$ cat src/rtl/mpm_quadratic_stencil_weights_macros.svh
// ----------------------------------------------------------------------------
// Assertion macros for the quadratic stencil weight block
// Shared wrappers so every checked module writes its properties the same way.
// ----------------------------------------------------------------------------
`ifndef MPM_QUADRATIC_STENCIL_WEIGHTS_MACROS_SVH
`define MPM_QUADRATIC_STENCIL_WEIGHTS_MACROS_SVH

// Same-cycle implication, held off during reset
`define MQSW_ASSERT_NOW(label, clk, rst_n, ante, cons, msg) \
    label: assert property (@(posedge clk) disable iff (!rst_n) (ante) |-> (cons)) \
        else $error(msg);

// Next-cycle implication, held off during reset
`define MQSW_ASSERT_NEXT(label, clk, rst_n, ante, cons, msg) \
    label: assert property (@(posedge clk) disable iff (!rst_n) (ante) |=> (cons)) \
        else $error(msg);

`endif

$ cat src/rtl/mpm_qsw_pkg.sv
`timescale 1ns / 1ps
// ----------------------------------------------------------------------------
// mpm_qsw_pkg
// Types and constants shared by the quadratic B-spline stencil weight block.
// ----------------------------------------------------------------------------
package mpm_qsw_pkg;

    // Q.16 constants used by the B-spline weight terms
    localparam logic [16:0]        Q16_HALF         = 17'd32768;   // 0.5
    localparam logic [16:0]        Q16_ONE          = 17'd65536;   // 1.0
    localparam logic [16:0]        Q16_THREE_HALVES = 17'd98304;   // 1.5
    localparam logic [15:0]        W_MID_PEAK       = 16'd49152;   // 0.75
    localparam logic signed [18:0] Q16_TWO          = 19'sd131072; // 2.0

    // Half a cell in the Q32.32 cell product
    localparam logic signed [63:0] Q32_HALF = 64'sh0000_0000_8000_0000;

    // Node coordinate range
    localparam logic signed [23:0] NODE_MAX = 24'sd8388607;
    localparam logic signed [23:0] NODE_MIN = -24'sd8388608;

    // Gradient saturation range
    localparam logic signed [35:0] GRAD_MAX = 36'sd2147483647;
    localparam logic signed [35:0] GRAD_MIN = -36'sd2147483648;

    // Stencil walk
    localparam logic [1:0] IDX_LAST  = 2'd2;
    localparam logic [4:0] LAST_SLOT = 5'd26;

    localparam logic [31:0] INV_CELL_RESET = 32'd65536;

    // Per-axis setup: base cell, weights (Q0.16), derivatives (Q.16)
    typedef struct packed {
        logic signed [31:0] base;
        logic [2:0][15:0]   w;
        logic [2:0][17:0]   d;
    } axis_t;

    // Bookkeeping that rides along with every stencil entry
    typedef struct packed {
        logic [23:0]        owner;
        logic signed [23:0] node_x;
        logic signed [23:0] node_y;
        logic signed [23:0] node_z;
        logic [4:0]         slot;
        logic               last;
        logic               range_error;
    } tag_t;

    typedef struct packed {
        tag_t               tag;
        logic [15:0]        wx;
        logic [15:0]        wy;
        logic [15:0]        wz;
        logic signed [17:0] dx;
        logic signed [17:0] dy;
        logic signed [17:0] dz;
    } slot_item_t;

    typedef struct packed {
        tag_t               tag;
        logic [15:0]        wx;
        logic [31:0]        m_yz;
        logic [31:0]        m_xz;
        logic [31:0]        m_xy;
        logic signed [17:0] dx;
        logic signed [17:0] dy;
        logic signed [17:0] dz;
    } prod_item_t;

    typedef struct packed {
        tag_t               tag;
        logic [15:0]        weight;
        logic signed [18:0] gx;
        logic signed [18:0] gy;
        logic signed [18:0] gz;
    } grad_item_t;

    typedef struct packed {
        tag_t               tag;
        logic [15:0]        weight;
        logic signed [31:0] grad_x;
        logic signed [31:0] grad_y;
        logic signed [31:0] grad_z;
    } out_item_t;

endpackage

$ cat src/rtl/mpm_qsw_axis.sv
`timescale 1ns / 1ps
// ----------------------------------------------------------------------------
// mpm_qsw_axis
// Two-stage per-axis setup: cell product, then base cell, fraction,
// quadratic B-spline weights and derivatives.
// ----------------------------------------------------------------------------
module mpm_qsw_axis (
    input  logic                clk,
    input  logic                en_a,
    input  logic                en_b,
    input  logic signed [31:0]  pos,
    input  logic [31:0]         inv_cell_size,
    output mpm_qsw_pkg::axis_t  setup
);

    logic signed [65:0] prod_full;
    logic signed [63:0] prod_next;
    logic signed [63:0] prod_reg;

    logic signed [63:0] q;
    logic [16:0]        f;
    logic [16:0]        t;
    logic signed [17:0] u;
    logic [16:0]        v;
    logic [33:0]        tsq;
    logic signed [35:0] usq;
    logic [33:0]        vsq;
    logic signed [18:0] d1_wide;

    mpm_qsw_pkg::axis_t setup_next;
    mpm_qsw_pkg::axis_t setup_reg;

    // Stage A: exact Q32.32 cell coordinate
    always_comb
    begin
        prod_full = 66'(pos) * 66'($signed({1'b0, inv_cell_size}));
        prod_next = prod_full[63:0];
    end

    always_ff @(posedge clk)
    begin
        if (en_a)
        begin
            prod_reg <= prod_next;
        end
    end

    // Stage B: base = floor(cell - 0.5), fraction in [0.5, 1.5)
    always_comb
    begin
        q       = prod_reg - mpm_qsw_pkg::Q32_HALF;
        f       = {~prod_reg[31], prod_reg[31:16]};
        t       = mpm_qsw_pkg::Q16_THREE_HALVES - f;
        u       = $signed({1'b0, f}) - $signed({1'b0, mpm_qsw_pkg::Q16_ONE});
        v       = f - mpm_qsw_pkg::Q16_HALF;
        tsq     = 34'(t) * 34'(t);
        usq     = 36'(u) * 36'(u);
        vsq     = 34'(v) * 34'(v);
        d1_wide = mpm_qsw_pkg::Q16_TWO - $signed({1'b0, f, 1'b0});

        setup_next.base = q[63:32];
        setup_next.w[0] = tsq[32:17];
        setup_next.w[1] = mpm_qsw_pkg::W_MID_PEAK - usq[31:16];
        setup_next.w[2] = vsq[32:17];
        setup_next.d[0] = $signed({1'b0, f}) - $signed({1'b0, mpm_qsw_pkg::Q16_THREE_HALVES});
        setup_next.d[1] = d1_wide[17:0];
        setup_next.d[2] = $signed({1'b0, f}) - $signed({1'b0, mpm_qsw_pkg::Q16_HALF});
    end

    always_ff @(posedge clk)
    begin
        if (en_b)
        begin
            setup_reg <= setup_next;
        end
    end

    assign setup = setup_reg;

endmodule

$ cat config.mk
export PLATFORM = sky130hd
export DESIGN_NAME = mpm_qsw_axis
export DESIGN_NICKNAME = d
export VERILOG_FILES = /design/src/rtl/mpm_quadratic_stencil_weights_macros.svh /design/src/rtl/mpm_qsw_pkg.sv /design/src/rtl/mpm_qsw_axis.sv
export SDC_FILE = /design/constraint.sdc
export NUM_CORES = 2
export LEC_CHECK = 0
export ABC_AREA = 1
export BUFFER_PORTS_ARGS = -buffer_cell sky130_fd_sc_hd__clkbuf_2
export CORE_MARGIN = 4
export CORE_UTILIZATION = 44
export CTS_CLUSTER_SIZE = 12
export DETAILED_ROUTE_END_ITERATION = 6
export PLACE_DENSITY = 0.71
export SLEW_MARGIN = 40
export SYNTH_ARGS = -nofsm -noshare
export SYNTH_HDL_FRONTEND = slang
export SYNTH_SLANG_ARGS = --single-unit
$ cat constraint.sdc
create_clock -name clk -period 17.3 [get_ports clk]
set_clock_uncertainty 0.2 [all_clocks]
set_input_delay 3.46 -clock clk [delete_from_list [all_inputs] [get_ports clk]]
set_output_delay 3.46 -clock clk [all_outputs]
set_load 0.01 [all_outputs]
==> metrics <==
synth top area cells fa_1, inv_1, ha_1; Initial DRC Count roughly 3900; worst-path fanout max 32; gr usage total 0.251; WP data arrival between 10 and 15 ns; min setup slack post-route 6.34 ns; top cells by count, synth inv_1, nand2_1, fa_1; std cell rows 142; maxcap violations 0; max reg flops ~110; Worst Hold End setup[132]$_DFFE_PP_; remaining global-route overflow 0; Reg2Reg Depth 35; WP data required approximately 17 ns; number of distinct library cells after synthesis 55; HP Start prod_reg[62]$_DFFE_PP_; Synth Area in Simple Gates 0.140; die span in y roughly 400 µm; Clock Latency Late Sink just over 0.5 ns; Vias/cell approximately 5; Rel. slew slack 0.404; input/output buffers approximately 200; Worst Hold Class reg2reg; fin crit share 0.634; Hold Fails Final Rpt 0; Post-Syn Area 0.0663 mm²; minimum clock period around 11 ns; Num CTS Buffers 17; syn_area_per_cell approximately 8.2 µm²; Synth Area in Adders 0.565; 1st-pass router iterations 5; most frequent cell after synthesis inv_1; Final HPWL DP about 160 mm; post-synthesis sequential area ratio 0.0724; RD Place Congestion about 0.97; WL final about 190 mm; mux cell area share after synthesis 0; cts repair resizes 0; xor and xnor fraction of the mapped netlist area 0.0211; first-pass GRT wire length slightly above 300 mm; worst r2r src prod_reg[16]$_DFFE_PP_; vias in the first global route around 55000; Setup Fix Bufs, Post-CTS 0; Synth top area share 0.452; Initial Utilization 0.443; CORE AREA about 0.15 mm²; largest net degree at the start of global routing between 60 and 70; status complete, no violations; I/O Pins 201; hold_ws ~0.46 ns; Main synth FF type edfxtp_1; DRT antenna net count 0; layout cells sized above 1 0.0459; die width 396 µm; Area growth syn-to-layout 5.23%; number of synthesized flops with an enable pin between 150 and 200; clock sinks 160; die area ~0.16 mm²; Synth Warn # 0; R2R Setup Slk approximately 8.7 ns; crit end category flip-flop; CTS Buffer Depth 2; Max Slew Vio Count 0; Root Buffer clkbuf_16; RSZ-0062 raised after global routing no; drt drc 0; Compound-Gate Fraction of Synth Area 0.0323; fmax 91.2 MHz; Synth async-reset ratio 0; Nets between 10000 and 15000; startpoint types primary input; Routed wire per std cell 19.0 µm; worst slack at placement roughly 5.9 ns; setup violators final 0; hold depth 1; Post-Syn Instances around 8100; H-tree depth 4; vias 50700; flops & latches, synth 160; TNS Setup 0 ns; Synth area leader fa_1; reg-to-reg endpoint setup[64]$_DFFE_PP_; Worst-Margin Slew 0.894 ns; CTS tree built; critical path class in2reg; combinational family with the most area after synthesis adder cells; register clock-pin slew on the reported worst setup and hold paths around 0.090 ns; initial antenna violation count 2; CTS Hold Buffers Added 0
cells by family after synthesis:
kind of cell,count (synthesis)
flops,160
other cells,2
simple gates,2314
compound gates,380
xor+xnor,159
fa+ha+maj,2097
buf+inv,2947
layout by cell type, fill, tap and decap left out, types with 5 or more instances in the layout:
cell type and instances:
a211oi_1 5, a221oi_1 6, o21a_1 10, nor2_1 376
nand3_1 80, or2_2 16, nand3_2 7, o221ai_1 6
nand3b_1 7, a21o_1 23, a31oi_1 14, clkbuf_16 17
fa_1 1496, buf_2 19, o21bai_1 12, inv_1 2664
xnor2_1 54, a21boi_0 5, o21ai_0 106, clkinv_1 6
and2_1 5, edfxtp_1 160, nor4_1 11, nor2_4 8
clkinv_8 5, nand4_1 31, conb_1 16, a21oi_1 176
inv_2 12, buf_4 47, ha_1 601, clkbuf_2 154
nand2_2 16, nor2_2 24, clkbuf_4 21, xor2_1 104
nor3_1 35, nand2_1 1686
worst max path at each step:
stage,from,end,slack (ns),cells after the start
2_1_floorplan,inv_cell_size[30],prod_reg[60]$_DFFE_PP_,7.47,27
3_3_place_gp,pos[1],prod_reg[51]$_DFFE_PP_,5.64,23
6_report,inv_cell_size[30],prod_reg[51]$_DFFE_PP_,6.34,23
5_1_grt,inv_cell_size[25],prod_reg[51]$_DFFE_PP_,6.13,25
3_5_place_dp,inv_cell_size[30],prod_reg[51]$_DFFE_PP_,5.88,23
4_1_cts,inv_cell_size[30],prod_reg[51]$_DFFE_PP_,6.44,23
metal layers:
layer  share of wire  global-route usage  vias up  routed length (µm)
met5               0                   0        -                   0
met1            0.39               0.325    25300               75700
met2            0.48               0.421     2196               91400
met3           0.083              0.0387      419               15900
met4           0.046               0.101        0                8800
li1                -                   -    22800                   -
area by class of cell:
cell class | instances | area, µm²
Sequential cell | 160 | 4800
Timing Repair Buffer | 242 | 1390
Clock inverter | 15 | 199
Inverter | 2683 | 10100
Clock buffer | 17 | 425
Tap cell | 2016 | 2520
Fill cell | 14500 | 80000
Multi-Input combinational cell | 4966 | 50400
Antenna cell | 1 | 2.50
worst max-delay path, cell delays in order:
cell and delay, ns:
buf_2 0.64, nand2_1 0.16, fa_1 0.51, inv_1 0.06, fa_1 0.53, inv_1 0.05, fa_1 0.49, fa_1 0.55
inv_1 0.05, fa_1 0.48, fa_1 0.59, fa_1 0.43, fa_1 0.45, ha_1 0.44, nand2_1 0.15, nor2_1 0.15
inv_1 0.14, nor2_1 0.36, inv_1 0.20, o21ai_0 0.66, a21oi_1 0.19, nand3_1 0.14, nand2_1 0.10
stage by stage:
step / util / instances / area (µm²)
after floorplan: - / 8073 / 66400
final: 0.466 / 10100 / 69800
after global placement: 0.461 / 10100 / 69100
after CTS: 0.466 / 10100 / 69800
after global routing: 0.466 / 10100 / 69800
after detailed placement: 0.462 / 10100 / 69200
Power is not shown: default switching activity piles up to over one toggle a cycle in this logic, so the estimate is an artifact.
