## src/rtl/mpm_quadratic_stencil_weights_macros.svh

```systemverilog
// ----------------------------------------------------------------------------
// Assertion macros for the quadratic stencil weight block
// Shared wrappers so every checked module writes its properties the same way.
// ----------------------------------------------------------------------------
`ifndef MPM_QUADRATIC_STENCIL_WEIGHTS_MACROS_SVH
`define MPM_QUADRATIC_STENCIL_WEIGHTS_MACROS_SVH

// Same-cycle implication, held off during reset
`define MQSW_ASSERT_NOW(label, clk, rst_n, ante, cons, msg) \
    label: assert property (@(posedge clk) disable iff (!rst_n) (ante) |-> (cons)) \
        else $error(msg);

// Next-cycle implication, held off during reset
`define MQSW_ASSERT_NEXT(label, clk, rst_n, ante, cons, msg) \
    label: assert property (@(posedge clk) disable iff (!rst_n) (ante) |=> (cons)) \
        else $error(msg);

`endif

```

## src/rtl/mpm_qsw_pkg.sv

```systemverilog
`timescale 1ns / 1ps
// ----------------------------------------------------------------------------
// mpm_qsw_pkg
// Types and constants shared by the quadratic B-spline stencil weight block.
// ----------------------------------------------------------------------------
package mpm_qsw_pkg;

    // Q.16 constants used by the B-spline weight terms
    localparam logic [16:0]        Q16_HALF         = 17'd32768;   // 0.5
    localparam logic [16:0]        Q16_ONE          = 17'd65536;   // 1.0
    localparam logic [16:0]        Q16_THREE_HALVES = 17'd98304;   // 1.5
    localparam logic [15:0]        W_MID_PEAK       = 16'd49152;   // 0.75
    localparam logic signed [18:0] Q16_TWO          = 19'sd131072; // 2.0

    // Half a cell in the Q32.32 cell product
    localparam logic signed [63:0] Q32_HALF = 64'sh0000_0000_8000_0000;

    // Node coordinate range
    localparam logic signed [23:0] NODE_MAX = 24'sd8388607;
    localparam logic signed [23:0] NODE_MIN = -24'sd8388608;

    // Gradient saturation range
    localparam logic signed [35:0] GRAD_MAX = 36'sd2147483647;
    localparam logic signed [35:0] GRAD_MIN = -36'sd2147483648;

    // Stencil walk
    localparam logic [1:0] IDX_LAST  = 2'd2;
    localparam logic [4:0] LAST_SLOT = 5'd26;

    localparam logic [31:0] INV_CELL_RESET = 32'd65536;

    // Per-axis setup: base cell, weights (Q0.16), derivatives (Q.16)
    typedef struct packed {
        logic signed [31:0] base;
        logic [2:0][15:0]   w;
        logic [2:0][17:0]   d;
    } axis_t;

    // Bookkeeping that rides along with every stencil entry
    typedef struct packed {
        logic [23:0]        owner;
        logic signed [23:0] node_x;
        logic signed [23:0] node_y;
        logic signed [23:0] node_z;
        logic [4:0]         slot;
        logic               last;
        logic               range_error;
    } tag_t;

    typedef struct packed {
        tag_t               tag;
        logic [15:0]        wx;
        logic [15:0]        wy;
        logic [15:0]        wz;
        logic signed [17:0] dx;
        logic signed [17:0] dy;
        logic signed [17:0] dz;
    } slot_item_t;

    typedef struct packed {
        tag_t               tag;
        logic [15:0]        wx;
        logic [31:0]        m_yz;
        logic [31:0]        m_xz;
        logic [31:0]        m_xy;
        logic signed [17:0] dx;
        logic signed [17:0] dy;
        logic signed [17:0] dz;
    } prod_item_t;

    typedef struct packed {
        tag_t               tag;
        logic [15:0]        weight;
        logic signed [18:0] gx;
        logic signed [18:0] gy;
        logic signed [18:0] gz;
    } grad_item_t;

    typedef struct packed {
        tag_t               tag;
        logic [15:0]        weight;
        logic signed [31:0] grad_x;
        logic signed [31:0] grad_y;
        logic signed [31:0] grad_z;
    } out_item_t;

endpackage

```

## src/rtl/mpm_qsw_seq.sv

```systemverilog
`timescale 1ns / 1ps
// ----------------------------------------------------------------------------
// mpm_qsw_seq
// Slot sequencer: holds one particle's axis setups and walks the 27 stencil
// nodes (x fastest, then y, then z), one entry per transfer downstream.
// ----------------------------------------------------------------------------
module mpm_qsw_seq (
    input  logic                     clk,
    input  logic                     rst_n,
    input  logic                     src_valid,
    output logic                     src_ready,
    input  mpm_qsw_pkg::axis_t       src_x,
    input  mpm_qsw_pkg::axis_t       src_y,
    input  mpm_qsw_pkg::axis_t       src_z,
    input  logic [23:0]              src_owner,
    output logic                     issue_valid,
    output mpm_qsw_pkg::slot_item_t  issue_item,
    input  logic                     dst_ready
);

    logic       busy_reg, busy_next;
    logic [1:0] xi_reg, xi_next;
    logic [1:0] yi_reg, yi_next;
    logic [1:0] zi_reg, zi_next;
    logic [4:0] slot_reg, slot_next;

    mpm_qsw_pkg::axis_t cur_x_reg, cur_y_reg, cur_z_reg;
    logic [23:0]        owner_reg;

    logic issue;
    logic finish;
    logic take;

    logic signed [32:0] nx_sum, ny_sum, nz_sum;
    logic [24:0]        nx_cl, ny_cl, nz_cl;

    // Clamp to the 24-bit node range; top bit flags saturation
    function automatic logic [24:0] clamp_node(input logic signed [32:0] v);
        logic [24:0] r;
        if (v > 33'(mpm_qsw_pkg::NODE_MAX))
            r = {1'b1, mpm_qsw_pkg::NODE_MAX};
        else if (v < 33'(mpm_qsw_pkg::NODE_MIN))
            r = {1'b1, mpm_qsw_pkg::NODE_MIN};
        else
            r = {1'b0, v[23:0]};
        return r;
    endfunction

    // Handshake on both sides
    always_comb
    begin
        issue     = busy_reg && dst_ready;
        finish    = issue && (slot_reg == mpm_qsw_pkg::LAST_SLOT);
        src_ready = !busy_reg || finish;
        take      = src_valid && src_ready;
        busy_next = take || (busy_reg && !finish);
    end

    // Slot counters
    always_comb
    begin
        xi_next   = xi_reg;
        yi_next   = yi_reg;
        zi_next   = zi_reg;
        slot_next = slot_reg;
        if (take)
        begin
            xi_next   = '0;
            yi_next   = '0;
            zi_next   = '0;
            slot_next = '0;
        end
        else if (issue)
        begin
            slot_next = slot_reg + 5'd1;
            if (xi_reg == mpm_qsw_pkg::IDX_LAST)
            begin
                xi_next = '0;
                if (yi_reg == mpm_qsw_pkg::IDX_LAST)
                begin
                    yi_next = '0;
                    zi_next = zi_reg + 2'd1;
                end
                else
                begin
                    yi_next = yi_reg + 2'd1;
                end
            end
            else
            begin
                xi_next = xi_reg + 2'd1;
            end
        end
    end

    always_ff @(posedge clk or negedge rst_n)
    begin
        if (!rst_n)
        begin
            busy_reg <= 1'b0;
            xi_reg   <= '0;
            yi_reg   <= '0;
            zi_reg   <= '0;
            slot_reg <= '0;
        end
        else
        begin
            busy_reg <= busy_next;
            xi_reg   <= xi_next;
            yi_reg   <= yi_next;
            zi_reg   <= zi_next;
            slot_reg <= slot_next;
        end
    end

    // Current particle
    always_ff @(posedge clk)
    begin
        if (take)
        begin
            cur_x_reg <= src_x;
            cur_y_reg <= src_y;
            cur_z_reg <= src_z;
            owner_reg <= src_owner;
        end
    end

    // Entry for the current slot
    always_comb
    begin
        nx_sum = 33'(cur_x_reg.base) + {31'b0, xi_reg};
        ny_sum = 33'(cur_y_reg.base) + {31'b0, yi_reg};
        nz_sum = 33'(cur_z_reg.base) + {31'b0, zi_reg};
        nx_cl  = clamp_node(nx_sum);
        ny_cl  = clamp_node(ny_sum);
        nz_cl  = clamp_node(nz_sum);

        issue_item.tag.owner       = owner_reg;
        issue_item.tag.node_x      = nx_cl[23:0];
        issue_item.tag.node_y      = ny_cl[23:0];
        issue_item.tag.node_z      = nz_cl[23:0];
        issue_item.tag.slot        = slot_reg;
        issue_item.tag.last        = (slot_reg == mpm_qsw_pkg::LAST_SLOT);
        issue_item.tag.range_error = nx_cl[24] | ny_cl[24] | nz_cl[24];
        issue_item.wx              = cur_x_reg.w[xi_reg];
        issue_item.wy              = cur_y_reg.w[yi_reg];
        issue_item.wz              = cur_z_reg.w[zi_reg];
        issue_item.dx              = $signed(cur_x_reg.d[xi_reg]);
        issue_item.dy              = $signed(cur_y_reg.d[yi_reg]);
        issue_item.dz              = $signed(cur_z_reg.d[zi_reg]);
    end

    assign issue_valid = busy_reg;

endmodule

```

## config.mk

```make
export PLATFORM = sky130hd
export DESIGN_NAME = mpm_qsw_seq
export DESIGN_NICKNAME = d
export VERILOG_FILES = /design/src/rtl/mpm_quadratic_stencil_weights_macros.svh /design/src/rtl/mpm_qsw_pkg.sv /design/src/rtl/mpm_qsw_seq.sv
export SDC_FILE = /design/constraint.sdc
export NUM_CORES = 1
export LEC_CHECK = 0
export BUFFER_PORTS_ARGS = -buffer_cell sky130_fd_sc_hd__clkbuf_2
export CELL_PAD_IN_SITES_DETAIL_PLACEMENT = 1
export CELL_PAD_IN_SITES_GLOBAL_PLACEMENT = 1
export CORE_AREA = 2 2 248 250
export CTS_CLUSTER_DIAMETER = 150
export DETAILED_ROUTE_END_ITERATION = 12
export DIE_AREA = 0 0 250 252
export PLACE_DENSITY = 0.68
export SYNTH_ARGS = -nofsm -noshare
export SYNTH_HDL_FRONTEND = slang
export SYNTH_SLANG_ARGS = --single-unit
```

## constraint.sdc

```tcl
create_clock -name clk -period 10.8 [get_ports clk]
set_clock_uncertainty 0.1 [all_clocks]
set_input_delay 1.08 -clock clk [delete_from_list [all_inputs] [get_ports clk]]
set_output_delay 1.08 -clock clk [all_outputs]
set_load 0.01 [all_outputs]
```

==> flow_summary.ini <==
[status]
status = finished, final reports clean

[setup_path]
path_cells = buf_4 > fa_1 > nand2_1 > nor4_2 > nand4_1 > nor3_1 > xnor2_1 > a41o_1 > o21ai_0 > clkbuf_2
critPathSlowestCell = a41o_1
setup.worst_path.start_class = flop
crit_arrival_ns = 4.33
path_buf_inv = 2
critPathMaxFanout = 39
required_ns = 9.62
crit_path_max_incr_delay_ns = 0.62
path_class = flop to primary output
path_delay_family = simple AND/OR/NAND/NOR gates
endpoint_kind = primary output

[final_layout]
drive_gt1_share_pct = 38.5
regArea_mm2 = 0.0131
utilization_pct = 39.3
syn2layout_area_growth_pct = 31.3
final_common_cell = clkbuf_2
fill_cells = 6566
design_area_mm2 = 0.0237
final_cell_mix = clkbuf_2 (636), edfxtp_1 (426), o21ai_0 (157)
multiInputGateArea_mm2 = 0.00469
final_cells = 2719
fin_nets = 2332

[sta]
fin_crit_sh_pct = 51.0
setup_tns_ns = 0
fin_hold_ws_ns = 0.333
hold_viol = 0
setup_viol = 0
fin_ws_ns = 5.29
max_clock_freq_ghz = 0.181
slew_violations = 0
rsz0062_at_grt = false
min_period_ns = 5.51
tightestPinTransition_ns = 1.19
relSlewSlack_pct = 20.9

[placed_design]
dpl.hpwl_mm = 43.3
io_buffers = 636
dp.cells = 2620
gp_congestion = 0.872
place_area_mm2 = 0.0221
dp_slack_ns = 5.80

[floorplanning]
ios = 637
die_h_um = 252
num_rows = 90
dieArea_mm2 = 0.0630
initial_core_util_pct = 30.0
die_w_um = 250
core_area_mm2 = 0.0601

[clocking]
clock_path_buffers = 3
clk_pin_slew_ns = 0.05
clock_sinks = 438
clock-root-buffer = clkbuf_16
tritoncts = built
hold_buffers = 0
htreeDepth = 2
insertion_delay_ns = 0.56
cts_buffers = 51
cts_resized = 0
post_cts_buffers = 0

[hold_path]
min_path_type = input pin to asynchronous set/reset pin

[detailed_routing]
num_vias = 12900
drtIter0Drc = 612
ant_nets = 0
drc_errors = 0
via_per_inst = 4.76
drt-pass1-iter-count = 4
wire_per_inst_um = 21.1
wirelength_mm = 57.5

[synth]
yosys_warnings = 0
synth_cells = 1241
syn-cell-area_mm2 = 0.0180
yosysSeqAreaShare_pct = 72.6
syn_area_per_cell_um2 = 14.5
synthFlopType = edfxtp_1
synth_nets = 1682
ys_types = 58
yosys_register_bits = 438
synth_edf_count = 426
synthArstFlopShare_pct = 2.74

[power]
ir_drop_mv = 0.155
p_comb_share_pct = 24.0
p_int_mw = 3.23
clkPwrFrac_pct = 33.9
total_power_mw = 4.67
power_frac_seq_pct = 42.2
switching_power_mw = 1.44
p_sw_share_pct = 30.8
total_leakage_power_nw = 8.93
cellPowerDensity_mw_per_mm2 = 197

[grt]
grt_pass1_vias = 14000
grt_pass1_wl_mm = 84.6
antenna_found_initial = 8
groute.usage.overall_pct = 17.6
grt_max_degree = 192
grt_overflow = 0

[job]
maxCapViolations = 0
## layer usage
layer | up-vias | share of wire, % | global-route usage, %
met5 | - | 0.080 | 0
met4 | 6 | 2.2 | 5.25
met3 | 86 | 6.4 | 4.75
met2 | 426 | 53 | 32.4
met1 | 6437 | 38 | 19.9
li1 | 5993 | - | -
## kinds of logic (layout without fill, tap and decap cells)
kind of cell    after synthesis  after routing  synth area share, %
other cells                   0              6                    0
compound gates              216            216                 6.62
fa+ha+maj                    11             11                0.889
simple gates                331            331                 8.87
buf+inv                      65            755                 1.44
mux                         110            110                 6.14
flops                       438            438                 72.6
xor+xnor                     70             70                 3.40
## Yosys cell counts, types with 3 or more instances
master | count | share of area, %
dfrtp_1 | 12 | 1.7
a21oi_1 | 13 | 0.36
nand3_1 | 38 | 1.1
buf_1 | 9 | 0.19
nor3_1 | 11 | 0.31
mux2_2 | 4 | 0.25
nor4_1 | 4 | 0.14
nor4_2 | 3 | 0.21
clkbuf_1 | 38 | 0.79
nand4_1 | 24 | 0.83
and3_1 | 11 | 0.38
nand2b_1 | 4 | 0.14
inv_1 | 16 | 0.33
xor2_1 | 33 | 1.6
and2_1 | 5 | 0.17
nor2_1 | 44 | 0.92
o21ai_1 | 17 | 0.47
mux2i_1 | 106 | 5.9
or2_2 | 3 | 0.10
ha_1 | 8 | 0.56
and4_1 | 7 | 0.34
a31oi_1 | 3 | 0.10
o21ai_0 | 157 | 4.4
o31ai_1 | 4 | 0.17
xnor2_1 | 37 | 1.8
or3_1 | 4 | 0.14
nor2b_1 | 7 | 0.24
nand2_1 | 151 | 3.1
fa_1 | 3 | 0.33
edfxtp_1 | 426 | 71
## power groups by stage
stage	Sequential (mW)	Clock, mW	Combinational [mW]
detailed placement	2.00	0	1.14
floorplan	2.02	0	0.583
global route	1.97	1.68	1.22
finish	1.97	1.58	1.12
global placement	2.00	0	1.13
CTS	1.97	1.62	1.15
## final timing paths
path                                    startpoint                 endpoint  slack, ns  cells after the start
max in group asynchronous                    rst_n    yi_reg[1]$_DFFE_PN0P_       9.94                      1
setup reg to reg           slot_reg[0]$_DFFE_PN0P_  cur_x_reg[33]$_DFFE_PP_       7.09                      9
hold / removal                               rst_n    zi_reg[0]$_DFFE_PN0P_       0.33                      1
setup / recovery             yi_reg[1]$_DFFE_PN0P_          issue_item[133]       5.29                     10
min in group clk           slot_reg[1]$_DFFE_PN0P_  slot_reg[1]$_DFFE_PN0P_       0.48                      2
hold reg to reg            slot_reg[1]$_DFFE_PN0P_  slot_reg[1]$_DFFE_PN0P_       0.48                      2
## cell type report
type | count | area share, %
Sequential cell | 438 | 55.4
Multi-Input combinational cell | 738 | 19.8
Timing Repair Buffer | 646 | 13.9
Clock buffer | 66 | 5.72
Tap cell | 782 | 4.14
Clock inverter | 27 | 0.746
Inverter | 16 | 0.270
Antenna cell | 6 | 0.0635
## worst reg2reg max path: stages (launching register included)
cell        delay [ns]
dfrtp_1           0.44
inv_1             0.08
ha_1              0.17
and4b_1           0.23
nand2_1           0.06
nand2_1           0.11
nand2_1           0.20
clkinvlp_4        0.42
buf_4             0.51
buf_12            0.68
Power figures use the tool's default switching activity.
